===== config.mk =====
export PLATFORM = sky130hd
export DESIGN_NAME = greedy_word_wrap_stream_flat
export DESIGN_NICKNAME = d
export VERILOG_FILES = /design/src/hdl/wws_pkg.sv /design/src/hdl/wws_if.sv /design/src/hdl/greedy_word_wrap_stream.sv /design/src/hdl/wws_line_store.sv /design/src/hdl/wws_out_fifo.sv /design/src/flat_wrapper.sv
export SDC_FILE = /design/constraint.sdc
export NUM_CORES = 1
export LEC_CHECK = 0
export BUFFER_PORTS_ARGS = -buffer_cell sky130_fd_sc_hd__buf_2
export CELL_PAD_IN_SITES_DETAIL_PLACEMENT = 0
export CELL_PAD_IN_SITES_GLOBAL_PLACEMENT = 1
export CORE_MARGIN = 5
export CORE_UTILIZATION = 49
export DETAILED_ROUTE_END_ITERATION = 7
export GPL_TIMING_DRIVEN = 0
export PLACE_DENSITY = 0.82
export REMOVE_ABC_BUFFERS = 1
export SYNTH_ARGS = -nofsm -noshare
export SYNTH_HDL_FRONTEND = slang
export SYNTH_SLANG_ARGS = --single-unit

===== constraint.sdc =====
create_clock -name clk -period 3.5 [get_ports clk]
set_input_delay 0.35 -clock clk [delete_from_list [all_inputs] [get_ports clk]]
set_output_delay 0.35 -clock clk [all_outputs]
set_load 0.005 [all_outputs]

===== src/hdl/wws_pkg.sv =====
// shared constants and types for the word wrap stream block
package wws_pkg;

  localparam int CHAR_W     = 8;
  localparam int CFG_IDX_W  = 2;
  localparam int CFG_DATA_W = 6;
  localparam int WRAP_W     = 6;
  localparam int MODE_W     = 2;

  // register indexes
  localparam logic [CFG_IDX_W-1:0] REG_WRAP_LENGTH   = 2'd0;
  localparam logic [CFG_IDX_W-1:0] REG_LINE_END_MODE = 2'd1;

  // line end modes
  localparam logic [MODE_W-1:0] LE_CR   = 2'd0;
  localparam logic [MODE_W-1:0] LE_CRLF = 2'd1;
  localparam logic [MODE_W-1:0] LE_LF   = 2'd2;

  // request types
  localparam logic REQ_TEXT  = 1'b0;
  localparam logic REQ_FLUSH = 1'b1;

  localparam logic [WRAP_W-1:0] WRAP_RESET = 6'd61;
  localparam logic [MODE_W-1:0] MODE_RESET = LE_CRLF;
  localparam int                MAX_WRAP_CAP = 61;

  localparam logic [CHAR_W-1:0] CH_SP  = 8'h20;
  localparam logic [CHAR_W-1:0] CH_TAB = 8'h09;
  localparam logic [CHAR_W-1:0] CH_LF  = 8'h0A;
  localparam logic [CHAR_W-1:0] CH_CR  = 8'h0D;

  // output queue
  localparam int OFIFO_AW    = 2;
  localparam int OFIFO_DEPTH = 4;
  localparam int OFIFO_LW    = 3;

  typedef struct packed {
    logic [CHAR_W-1:0] ch;
    logic              last;
  } out_item_t;

  typedef struct packed {
    logic      valid;
    out_item_t item;
  } out_push_t;

endpackage


===== src/hdl/wws_if.sv =====
// request and result channel interfaces
interface wws_in_if import wws_pkg::*; ();
  logic              valid;
  logic              ready;
  logic              req_type;
  logic [CHAR_W-1:0] in_char;

  modport source(output valid, req_type, in_char, input ready);
  modport sink(input valid, req_type, in_char, output ready);
endinterface

interface wws_out_if import wws_pkg::*; ();
  logic              valid;
  logic              ready;
  logic [CHAR_W-1:0] out_char;
  logic              last;

  modport source(output valid, out_char, last, input ready);
  modport sink(input valid, out_char, last, output ready);
endinterface


===== src/hdl/greedy_word_wrap_stream.sv =====
// greedy word wrap: line held in a ring memory, results sent through a short queue
// throughput: one result byte per cycle while the result queue has room, set by the
//   single read port of the line store; input is not ready until a request's bytes are issued
// reset: synchronous active-low rst_n clears counters, pointers and queue; the line store
//   keeps its contents and needs no clearing pass, since only written entries are read
module greedy_word_wrap_stream import wws_pkg::*; #(
  parameter int LINE_STORE_DEPTH = 64
) (
  input  logic                  clk,
  input  logic                  rst_n,
  input  logic                  cfg_we,
  input  logic [CFG_IDX_W-1:0]  cfg_index,
  input  logic [CFG_DATA_W-1:0] cfg_wdata,
  wws_in_if.sink                in_req,
  wws_out_if.source             out_res
);

  localparam int DEPTH = LINE_STORE_DEPTH;
  localparam int AW    = (DEPTH > 1) ? $clog2(DEPTH) : 1;
  localparam int CW    = $clog2(DEPTH + 1);
  localparam int CAP_N = (MAX_WRAP_CAP < DEPTH - 1) ? MAX_WRAP_CAP : DEPTH - 1;
  localparam logic [CW-1:0] CAP_C   = CW'(CAP_N);
  localparam logic [CW-1:0] LAST_C  = CW'(DEPTH - 1);
  localparam logic [CW-1:0] DEPTH_C = CW'(DEPTH);

  // ring index add, the sum stays below twice the depth
  function automatic logic [AW-1:0] ring_add(input logic [AW-1:0] a,
                                             input logic [AW-1:0] b,
                                             input logic          cin);
    logic [AW:0] s;
    s = {1'b0, a} + {1'b0, b} + {{AW{1'b0}}, cin};
    if (s >= (AW+1)'(DEPTH)) begin
      s = s - (AW+1)'(DEPTH);
    end
    return s[AW-1:0];
  endfunction

  // configuration registers
  logic [WRAP_W-1:0] wrap_r;
  logic [MODE_W-1:0] mode_r;

  // line state: ring head, held count, last break position
  logic [AW-1:0] head_r, head_nxt;
  logic [CW-1:0] count_r, count_nxt;
  logic [CW-1:0] bp_r, bp_nxt;
  logic          bv_r, bv_nxt;

  // emission sequencer: store bytes from base, then up to two fixed bytes
  logic [AW-1:0]     base_r, base_nxt;
  logic [CW-1:0]     em_idx_r, em_idx_nxt;
  logic [CW-1:0]     em_len_r, em_len_nxt;
  logic [1:0]        tail_n_r, tail_n_nxt;
  logic [CHAR_W-1:0] tail0_r, tail0_nxt;
  logic [CHAR_W-1:0] tail1_r, tail1_nxt;

  // read stage: lines up fixed bytes with the memory read latency
  logic              s1_valid_r, s1_valid_nxt;
  logic              s1_mem_r, s1_mem_nxt;
  logic              s1_last_r, s1_last_nxt;
  logic [CHAR_W-1:0] s1_char_r, s1_char_nxt;

  logic              busy, can_issue, acc;
  logic              mem_we, mem_re;
  logic [AW-1:0]     mem_waddr, mem_raddr;
  logic [CHAR_W-1:0] mem_rdata;
  logic [OFIFO_LW-1:0] fifo_level;
  out_push_t         push;

  // request decode
  logic [CHAR_W-1:0] c;
  logic              is_eol, is_brk;
  logic [CW-1:0]     pos, count_inc, bp_eff, rest, eff_wrap;
  logic              bv_eff;
  logic [WRAP_W-1:0] w_nz;

  assign busy      = (em_idx_r < em_len_r) || (tail_n_r != 2'd0);
  assign can_issue = ({1'b0, fifo_level} + {{OFIFO_LW{1'b0}}, s1_valid_r})
                     < (OFIFO_LW+1)'(OFIFO_DEPTH);
  assign in_req.ready = !busy;
  assign acc = in_req.valid && in_req.ready;

  // config port; the user must write it only while idle, the block does not enforce this
  always_ff @(posedge clk) begin
    if (!rst_n) begin
      wrap_r <= WRAP_RESET;
      mode_r <= MODE_RESET;
    end else if (cfg_we) begin
      case (cfg_index)
        REG_WRAP_LENGTH:   wrap_r <= cfg_wdata[WRAP_W-1:0];
        REG_LINE_END_MODE: mode_r <= cfg_wdata[MODE_W-1:0];
        default: ;
      endcase
    end
  end

  always_comb begin
    c      = in_req.in_char;
    is_eol = (c == CH_CR) || (c == CH_LF);
    is_brk = (c == CH_SP) || (c == CH_TAB);
    // store never overflows, position clamped anyway
    pos       = (count_r >= DEPTH_C) ? LAST_C : count_r;
    count_inc = pos + CW'(1);
    bp_eff    = is_brk ? pos : bp_r;
    bv_eff    = is_brk || bv_r;
    rest      = count_inc - bp_eff - CW'(1);
    // zero acts as one, too large acts as the cap
    w_nz = (wrap_r == '0) ? WRAP_W'(1) : wrap_r;
    if ({1'b0, w_nz} > 7'(CAP_N)) begin
      eff_wrap = CAP_C;
    end else begin
      eff_wrap = CW'(w_nz);
    end
  end

  always_comb begin
    head_nxt     = head_r;
    count_nxt    = count_r;
    bp_nxt       = bp_r;
    bv_nxt       = bv_r;
    base_nxt     = base_r;
    em_idx_nxt   = em_idx_r;
    em_len_nxt   = em_len_r;
    tail_n_nxt   = tail_n_r;
    tail0_nxt    = tail0_r;
    tail1_nxt    = tail1_r;
    s1_valid_nxt = 1'b0;
    s1_mem_nxt   = 1'b0;
    s1_last_nxt  = 1'b0;
    s1_char_nxt  = tail0_r;
    mem_we       = 1'b0;
    mem_waddr    = ring_add(head_r, pos[AW-1:0], 1'b0);
    mem_re       = 1'b0;
    mem_raddr    = ring_add(base_r, em_idx_r[AW-1:0], 1'b0);

    if (acc) begin
      base_nxt   = head_r;
      em_idx_nxt = '0;
      em_len_nxt = '0;
      tail_n_nxt = 2'd0;
      if (in_req.req_type == REQ_FLUSH) begin
        // flush: send what is held, nothing if empty
        em_len_nxt = count_r;
        count_nxt  = '0;
        bv_nxt     = 1'b0;
      end else if (is_eol) begin
        // hard line end: held line then the CR or LF itself
        em_len_nxt = count_r;
        tail_n_nxt = 2'd1;
        tail0_nxt  = c;
        count_nxt  = '0;
        bv_nxt     = 1'b0;
      end else begin
        mem_we = 1'b1;
        if (count_inc > eff_wrap) begin
          case (mode_r)
            LE_CR: begin
              tail_n_nxt = 2'd1;
              tail0_nxt  = CH_CR;
            end
            LE_LF: begin
              tail_n_nxt = 2'd1;
              tail0_nxt  = CH_LF;
            end
            default: begin
              tail_n_nxt = 2'd2;
              tail0_nxt  = CH_CR;
              tail1_nxt  = CH_LF;
            end
          endcase
          bv_nxt = 1'b0;
          if (bv_eff) begin
            // cut at the break, drop it, keep the rest by moving the head
            em_len_nxt = bp_eff;
            count_nxt  = rest;
            head_nxt   = ring_add(head_r, bp_eff[AW-1:0], 1'b1);
          end else begin
            // no break: whole line goes out
            em_len_nxt = count_inc;
            count_nxt  = '0;
          end
        end else begin
          count_nxt = count_inc;
          bp_nxt    = bp_eff;
          bv_nxt    = bv_eff;
        end
      end
    end else if (busy && can_issue) begin
      s1_valid_nxt = 1'b1;
      if (em_idx_r < em_len_r) begin
        mem_re      = 1'b1;
        s1_mem_nxt  = 1'b1;
        s1_last_nxt = ((em_idx_r + CW'(1)) == em_len_r) && (tail_n_r == 2'd0);
        em_idx_nxt  = em_idx_r + CW'(1);
      end else begin
        s1_char_nxt = tail0_r;
        s1_last_nxt = (tail_n_r == 2'd1);
        tail0_nxt   = tail1_r;
        tail_n_nxt  = tail_n_r - 2'd1;
      end
    end
  end

  always_ff @(posedge clk) begin
    if (!rst_n) begin
      head_r     <= '0;
      count_r    <= '0;
      bv_r       <= 1'b0;
      em_idx_r   <= '0;
      em_len_r   <= '0;
      tail_n_r   <= 2'd0;
      s1_valid_r <= 1'b0;
    end else begin
      head_r     <= head_nxt;
      count_r    <= count_nxt;
      bv_r       <= bv_nxt;
      em_idx_r   <= em_idx_nxt;
      em_len_r   <= em_len_nxt;
      tail_n_r   <= tail_n_nxt;
      s1_valid_r <= s1_valid_nxt;
    end
    // payload, meaningful only under the control state above
    bp_r      <= bp_nxt;
    base_r    <= base_nxt;
    tail0_r   <= tail0_nxt;
    tail1_r   <= tail1_nxt;
    s1_mem_r  <= s1_mem_nxt;
    s1_last_r <= s1_last_nxt;
    s1_char_r <= s1_char_nxt;
  end

  wws_line_store #(.DEPTH(DEPTH)) u_store (
    .clk   (clk),
    .we    (mem_we),
    .waddr (mem_waddr),
    .wdata (c),
    .re    (mem_re),
    .raddr (mem_raddr),
    .rdata (mem_rdata)
  );

  // memory bytes join fixed bytes in order at the queue
  always_comb begin
    push.valid     = s1_valid_r;
    push.item.ch   = s1_mem_r ? mem_rdata : s1_char_r;
    push.item.last = s1_last_r;
  end

  wws_out_fifo u_ofifo (
    .clk     (clk),
    .rst_n   (rst_n),
    .push    (push),
    .level   (fifo_level),
    .out_res (out_res)
  );

  // a byte in the read stage always has a free queue slot
  a_no_overflow: assert property (@(posedge clk) disable iff (!rst_n)
    s1_valid_r |-> (fifo_level < OFIFO_LW'(OFIFO_DEPTH)))
    else $error("result queue overflow");

  // the byte marked last closes the run, nothing is left to send
  a_last_ends_run: assert property (@(posedge clk) disable iff (!rst_n)
    (s1_valid_r && s1_last_r) |-> !busy)
    else $error("last byte issued with work pending");

  // flush of an empty line makes no results
  a_empty_flush: assert property (@(posedge clk) disable iff (!rst_n)
    (acc && (in_req.req_type == REQ_FLUSH) && (count_r == '0)) |=> !busy)
    else $error("empty flush started a run");

  // held count stays within the store
  a_count_range: assert property (@(posedge clk) disable iff (!rst_n)
    acc |=> (count_r < DEPTH_C))
    else $error("line count beyond store depth");

endmodule


===== src/hdl/wws_line_store.sv =====
// line store memory, one write port and one registered read port
module wws_line_store import wws_pkg::*; #(
  parameter int DEPTH = 64,
  localparam int AW = (DEPTH > 1) ? $clog2(DEPTH) : 1
) (
  input  logic              clk,
  input  logic              we,
  input  logic [AW-1:0]     waddr,
  input  logic [CHAR_W-1:0] wdata,
  input  logic              re,
  input  logic [AW-1:0]     raddr,
  output logic [CHAR_W-1:0] rdata
);

  logic [CHAR_W-1:0] mem [DEPTH];
  logic [CHAR_W-1:0] rdata_r;

  always_ff @(posedge clk) begin
    if (we) begin
      mem[waddr] <= wdata;
    end
    if (re) begin
      rdata_r <= mem[raddr];
    end
  end

  assign rdata = rdata_r;

endmodule


===== src/hdl/wws_out_fifo.sv =====
// small result queue that drives the output channel
module wws_out_fifo import wws_pkg::*; (
  input  logic                clk,
  input  logic                rst_n,
  input  out_push_t           push,
  output logic [OFIFO_LW-1:0] level,
  wws_out_if.source           out_res
);

  out_item_t             q [OFIFO_DEPTH];
  logic [OFIFO_AW-1:0]   wr_ptr_r, rd_ptr_r;
  logic [OFIFO_LW-1:0]   cnt_r;
  logic                  pop;

  assign pop = out_res.valid && out_res.ready;

  always_ff @(posedge clk) begin
    if (!rst_n) begin
      wr_ptr_r <= '0;
      rd_ptr_r <= '0;
      cnt_r    <= '0;
    end else begin
      if (push.valid) begin
        wr_ptr_r <= wr_ptr_r + OFIFO_AW'(1);
      end
      if (pop) begin
        rd_ptr_r <= rd_ptr_r + OFIFO_AW'(1);
      end
      cnt_r <= cnt_r + OFIFO_LW'(push.valid) - OFIFO_LW'(pop);
    end
    if (push.valid) begin
      q[wr_ptr_r] <= push.item;
    end
  end

  assign level            = cnt_r;
  assign out_res.valid    = (cnt_r != '0);
  assign out_res.out_char = q[rd_ptr_r].ch;
  assign out_res.last     = q[rd_ptr_r].last;

endmodule


===== src/flat_wrapper.sv =====
// flat-port wrapper written by rule: the top's interface ports become plain ports
module greedy_word_wrap_stream_flat import wws_pkg::*;
#(
  parameter int LINE_STORE_DEPTH = 64
)
  (clk, rst_n, cfg_we, cfg_index, cfg_wdata, in_req_valid, in_req_req_type, in_req_in_char, in_req_ready, out_res_valid, out_res_out_char, out_res_last, out_res_ready);
  wws_in_if in_req_i ();
  wws_out_if out_res_i ();
  input  logic clk;
  input  logic rst_n;
  input  logic cfg_we;
  input  logic [CFG_IDX_W-1:0] cfg_index;
  input  logic [CFG_DATA_W-1:0] cfg_wdata;
  input wire logic [$bits(in_req_i.valid)-1:0] in_req_valid;
  input wire logic [$bits(in_req_i.req_type)-1:0] in_req_req_type;
  input wire logic [$bits(in_req_i.in_char)-1:0] in_req_in_char;
  output wire logic [$bits(in_req_i.ready)-1:0] in_req_ready;
  output wire logic [$bits(out_res_i.valid)-1:0] out_res_valid;
  output wire logic [$bits(out_res_i.out_char)-1:0] out_res_out_char;
  output wire logic [$bits(out_res_i.last)-1:0] out_res_last;
  input wire logic [$bits(out_res_i.ready)-1:0] out_res_ready;
  assign in_req_i.valid = in_req_valid;
  assign in_req_i.req_type = in_req_req_type;
  assign in_req_i.in_char = in_req_in_char;
  assign in_req_ready = in_req_i.ready;
  assign out_res_valid = out_res_i.valid;
  assign out_res_out_char = out_res_i.out_char;
  assign out_res_last = out_res_i.last;
  assign out_res_i.ready = out_res_ready;
  greedy_word_wrap_stream #(.LINE_STORE_DEPTH(LINE_STORE_DEPTH)) u_core (.clk(clk), .rst_n(rst_n), .cfg_we(cfg_we), .cfg_index(cfg_index), .cfg_wdata(cfg_wdata), .in_req(in_req_i), .out_res(out_res_i));
endmodule

==> run summary, run 1 <==
CTS sink cnt = 635
TritonCTS Buffers = 60
Count of pins over their slew limit = 0
Post-synthesis sequential area ratio = 69.7%
Ports = 33
Vias/cell = 5.96
Final period util = 97.9%
First-pass GRT wire length = 89500 um
Critical Path Fanout Max = 17
Pre-antenna DRT Iters = 5
Min cycle time layout = 3.43 ns
Layout Skew = 0.0176 ns
All-Layer GR Usage = 19.6%
Final critical-path setup slack = 0.0721 ns
TritonCTS clock tree = yes
Post-Synthesis Cell Area = 26500 um2
Slew margin rel. = 15.2%
Layout cells sized above 1 = 25.9%
Die height = 243 um
CTS H-tree lvls = 2
Final nets = 1719
Die Span X = 243 um
Initial core utilization = 49.4%
Final setup fails = 0
Worst slack, placed = -0.798 ns
Grt ovf = 0
Post-synth top cells = edfxtp_1 (577), nand2_1 (154), mux4_2 (138)
Max-cap violations = 0
Post-route DRC = 0
CP Class = flop to flop
Ys flop type = edfxtp_1
# rows = 85
Synth Instances = 1574
Leakage = 10.2 nW
GP Congestion = 0.813
Iteration-0 DRC Markers = 1528
Total Die Area = 58800 um2
Top cells by area, synth = edfxtp_1 (65%), mux4_2 (12%), dfxtp_1 (4.4%)
Synth cell types = 78
Non-filler cells, final = 2393
Worst-Skew Late Latency = 0.63 ns
Worst vdd ir = 0.649 mV
Vias in the first global route = 14500
Flop and latch count out of synthesis = 635
Initial antenna violation count = 0
CP Launch Type = flop
Largest net degree at the start of global routing = 70
Most common cell in the netlist = edfxtp_1
Diode count = 0
Met2 Wirelength = 28800 um
Yosys Warn Count = 0
P per Cell Area = 785 nW/um2
DP Cell Count = 2245
Number of synthesized flops with an enable pin = 577
CP required = 3.83 ns
Vias = 14300
Worst hold stages = 3
Post-DP HPWL = 33700 um
Port bufs = 32
Ys async rst share = 0%
Fmax = 292 MHz
Clk Tree Root Cell = clkbuf_16
Critical path endpoint category = flop
Clk buf depth = 3
Core Area = 53700 um2
Wire per inst = 24.2 um
Layout overhead on the synthesized area = 16.1%
Result of the run = finished, final reports clean
Synth top area share = 65.4%
Metal3 WL = 3680 um
RSZ-0062 raised after global routing = yes
Mean Syn Cell Area = 16.8 um2
Worst EP arrival = 3.76 ns
Leading area contributor after synthesis = edfxtp_1
R2R depth = 11
DRT met1 WL = 23900 um
Worst Max-Slew Pin Slew = 1.27 ns
Fin. Hold Viols = 0
Tightest Hold Check Type = primary input to flop
Routed WL = 58000 um
Uppermost layer routed = met4
Post-route ant nets = 0
Clock slew at reported path FFs = 0.06 ns
==> registers in the layout, indices dropped and copies added, names as in the netlist, 7 cells and up, named ones only <==
register / cells
u_core.u_store.mem: 512
u_core.u_store.rdata: 8
u_core.em_idx_r: 7
u_core.em_len_r: 7
u_core.bp_r: 7
u_core.s1_char_r: 8
u_core.count_r: 7
u_core.u_ofifo.q: 36
u_core.tail0_r: 8
==> power breakdown <==
group / leakage (nW) / switching (mW) / internal, mW
clock network: 0.990 / 2.83 / 3.87
registers: 5.68 / 0.220 / 8.85
logic: 3.52 / 4.60 / 3.78
total: 10.2 / 7.65 / 16.5
==> cell usage in the layout (no fill, tap or decap), types with 21 or more instances in the layout <==
cell and instances:
buf_2 25, buf_12 21, nand2_1 148, ha_1 44, inv_1 45, edfxtp_1 577, nand4_1 30, o21ai_0 24
a21oi_1 23, nor2_1 42, mux4_2 138, xnor2_1 23, clkbuf_16 61, nor2_4 67, nand3_1 47, dfxtp_1 57
==> metal layers <==
metal,track usage (%),up-vias
met4,5.62,0
met5,0,-
met2,32.4,520
met3,3.29,96
li1,-,6297
met1,27.4,7347
==> timing repair <==
item / in CTS / in global routing
hold buffers: 6 / 0
setup endpoints to repair: 549 / 540
cloned: 1 / 0
pin swaps: 19 / 8
setup buffers: 22 / 7
gates resized for setup: 125 / 48
endpoints found under the hold margin: 8 / 0
==> area by class of cell <==
class                   instances  area [um2]
inverters                      46         173
clock buffers                  68        1550
well taps                     696         871
repair buffers                 79         975
clock inverters                44         484
fillers                      3848       22900
multi-input cells             825        8230
flip-flops and latches        635       18500
==> final timing paths <==
path | start | endpoint | slack [ns]
hold / removal | cfg_index[1] | u_core.wrap_r[2] | 0.12
hold reg to reg | u_core.tail0_r[6] | u_core.s1_char_r[6] | 0.34
setup / recovery | u_core.base_r[0] | u_core.u_store.rdata[6] | 0.07
setup reg to reg | u_core.base_r[0] | u_core.u_store.rdata[6] | 0.07
==> worst max-delay path, cell delays in order (launching register included) <==
cell and delay (ns):
edfxtp_1 0.42, ha_4 0.19, fa_4 0.52, a21o_1 0.19, a21oi_2 0.23, xnor2_4 0.26, buf_12 0.22, buf_6 0.22
mux2i_1 0.27, o21ai_0 0.10, o22ai_1 0.31, mux2i_1 0.20
==> cell families (layout without fill, tap and decap cells) <==
kind of cell	Yosys count	count (layout)	share of synthesized area [%]
multiplexers	161	161	12.6
XOR/XNOR	43	43	1.42
AO/OA/AOI/OAI	127	127	3.44
AND/OR/NAND/NOR	438	439	8.28
adder cells (fa/ha/maj)	50	50	2.50
other	2	5	0.0283
flip-flops	635	635	69.7
buffers and inverters	118	237	1.95
==> per-stage QoR <==
step	power (mW)	hold slack [ns]	setup TNS [ns]	util (%)	instance area, um2
after floorplan	13.8	0.323	-24.91	-	26200
after global placement	14.7	0.324	-346.20	50.7	27200
after detailed placement	17.4	0.327	-342.77	51.2	27500
after CTS	24.2	0.0937	-19.11	56.7	30400
after global routing	25.3	0.133	-3.18	57.3	30800
final	24.1	0.120	0	57.3	30800
Power figures use the tool's default switching activity.
==> run 2, diff against run 1 <==
--- a/config.mk
+++ b/config.mk
@@ -8,7 +8,6 @@
 export BUFFER_PORTS_ARGS = -buffer_cell sky130_fd_sc_hd__buf_2
 export CELL_PAD_IN_SITES_DETAIL_PLACEMENT = 0
 export CELL_PAD_IN_SITES_GLOBAL_PLACEMENT = 1
-export CORE_MARGIN = 5
 export CORE_UTILIZATION = 49
 export DETAILED_ROUTE_END_ITERATION = 7
 export GPL_TIMING_DRIVEN = 0
==> run summary, run 2 (synthesis gave the netlist of run 1 again) <==
Result of the run = finished, final reports clean
Layout cells sized above 1 = 25.5%
Tightest Hold Check Type = primary input to flop
Worst Max-Slew Pin Slew = 0.996 ns
Grt ovf = 0
Ports = 33
Routed WL = 58000 um
CP required = 3.84 ns
Wire per inst = 24.3 um
Hold Startpoint = cfg_index[1]
Initial core utilization = 50.0%
CP Launch Type = flop
Iteration-0 DRC Markers = 1484
Post-DP HPWL = 33900 um
First-pass GRT wire length = 87100 um
CTS sink cnt = 635
R2R setup slack = 0.07 ns
Final nets = 1731
Post-route ant nets = 0
Die Span X = 235 um
Worst vdd ir = 0.577 mV
Leakage = 10.2 nW
Worst hold slack = 0.131 ns
FF-to-FF Start = u_core.base_r[0]
DP Area = 27500 um2
Diode count = 0
Final setup fails = 0
Core Area = 53000 um2
Reg-to-Reg End = u_core.u_store.rdata[6]
Max-cap violations = 0
Largest net degree at the start of global routing = 70
Vias in the first global route = 14300
Worst Hold Path EP = u_core.wrap_r[3]
Commonest non-fill, non-tap cells in the layout = edfxtp_1 (577), nand2_1 (148), mux4_2 (138)
Critical Path Fanout Max = 28
Worst EP arrival = 3.77 ns
Layout Skew = 0.0184 ns
P per Cell Area = 770 nW/um2
Pre-antenna DRT Iters = 5
GP Congestion = 0.789
All-Layer GR Usage = 21.4%
Filler cell count = 3772
Post-route DRC = 0
Worst slack, placed = -0.778 ns
Commonest non-fill, non-tap cell in the layout = edfxtp_1
Clk buf depth = 3
R2R depth = 8
Initial antenna violation count = 1
Vias/cell = 6.05
Number of flip-flops under the largest register name = 512
Min cycle time layout = 3.43 ns
Fmax = 292 MHz
Critical path endpoint category = flop
TritonCTS Buffers = 57
Count of pins over their slew limit = 0
Total Die Area = 55000 um2
Fin. Hold Viols = 0
Clock slew at reported path FFs = 0.06 ns
Finished Core Util = 58.0%
Biggest register = u_core.u_store.mem
Die height = 235 um
Vias = 14400
Final std cell area, no fill = 30700 um2
Final Power = 23.7 mW
CTS H-tree lvls = 2
TritonCTS clock tree = yes
Final critical-path setup slack = 0.0708 ns
Largest regs = u_core.u_store.mem (512), u_core.u_ofifo.q (36)
Slew margin rel. = 33.3%
Final period util = 98.0%
Port bufs = 32
CP Class = flop to flop
Worst hold stages = 3
Clk Tree Root Cell = clkbuf_16
Layout overhead on the synthesized area = 16.0%
# rows = 84
Worst-Skew Late Latency = 0.61 ns
==> run 2: worst max path at each step <==
stage | from | to | slack (ns) | cells after the start
after CTS | u_core.count_r[6] | u_core.u_store.mem[44][2] | -0.17 | 10
after global placement | u_core.em_idx_r[0] | u_core.u_store.rdata[6] | -5.85 | 7
after global routing | u_core.count_r[6] | u_core.u_store.mem[63][5] | -0.02 | 10
after detailed placement | in_req_in_char[1] | u_core.u_store.mem[57][2] | -0.78 | 7
after floorplan | u_core.base_r[0] | u_core.u_store.rdata[6] | -3.33 | 5
final | u_core.base_r[0] | u_core.u_store.rdata[6] | 0.07 | 8
==> run 2: report_power, final <==
group / switching, mW / total (mW) / internal (mW) / leakage [nW]
combinational: 4.65 / 8.51 / 3.86 / 3.64
sequential: 0.223 / 9.08 / 8.85 / 5.68
clock: 2.64 / 6.10 / 3.46 / 0.870
==> run 2: timing repair <==
item / CTS / global route
pin swaps: 16 / 22
endpoints found under the hold margin: 7 / 0
setup buffers: 22 / 19
hold buffers: 6 / 0
endpoints found under the setup margin: 548 / 548
gates cloned: 2 / 2
gates resized for setup: 122 / 49
==> run 2: stage by stage <==
| step | cells | TNS (ns) |
|---|---|---|
| 2_1_floorplan | 1505 | -24.91 |
| 3_3_place_gp | 2225 | -338.55 |
| 4_1_cts | 2365 | -21.99 |
| 6_report | 2386 | 0 |
| 5_1_grt | 2386 | -0.147 |
| 3_5_place_dp | 2237 | -342.08 |
==> run 2: critical path: stages, from the launching register on <==
cell and delay (ns):
edfxtp_1 0.41, ha_4 0.19, fa_4 0.87, buf_16 0.21, buf_16 0.23, mux4_2 0.38
mux4_2 0.51, o22ai_2 0.20, mux2i_1 0.14
==> run 2: final cells by class <==
class | instances | area, um2 | share of cell area (%)
flip-flops and latches | 635 | 18500 | 60.1
multi-input cells | 826 | 8210 | 26.7
clock buffers | 79 | 1560 | 5.07
repair buffers | 93 | 1220 | 3.98
well taps | 688 | 861 | 2.80
clock inverters | 19 | 229 | 0.745
inverters | 46 | 173 | 0.562
==> run 2: metal layers <==
| layer | global-route usage [%] | up-vias | routed length, um |
|---|---|---|---|
| li1 | - | 6313 | - |
| met1 | 29.9 | 7462 | 23700 |
| met2 | 34.7 | 560 | 28700 |
| met3 | 3.38 | 98 | 3980 |
| met4 | 6.37 | 0 | 1540 |
| met5 | 0 | - | 0 |
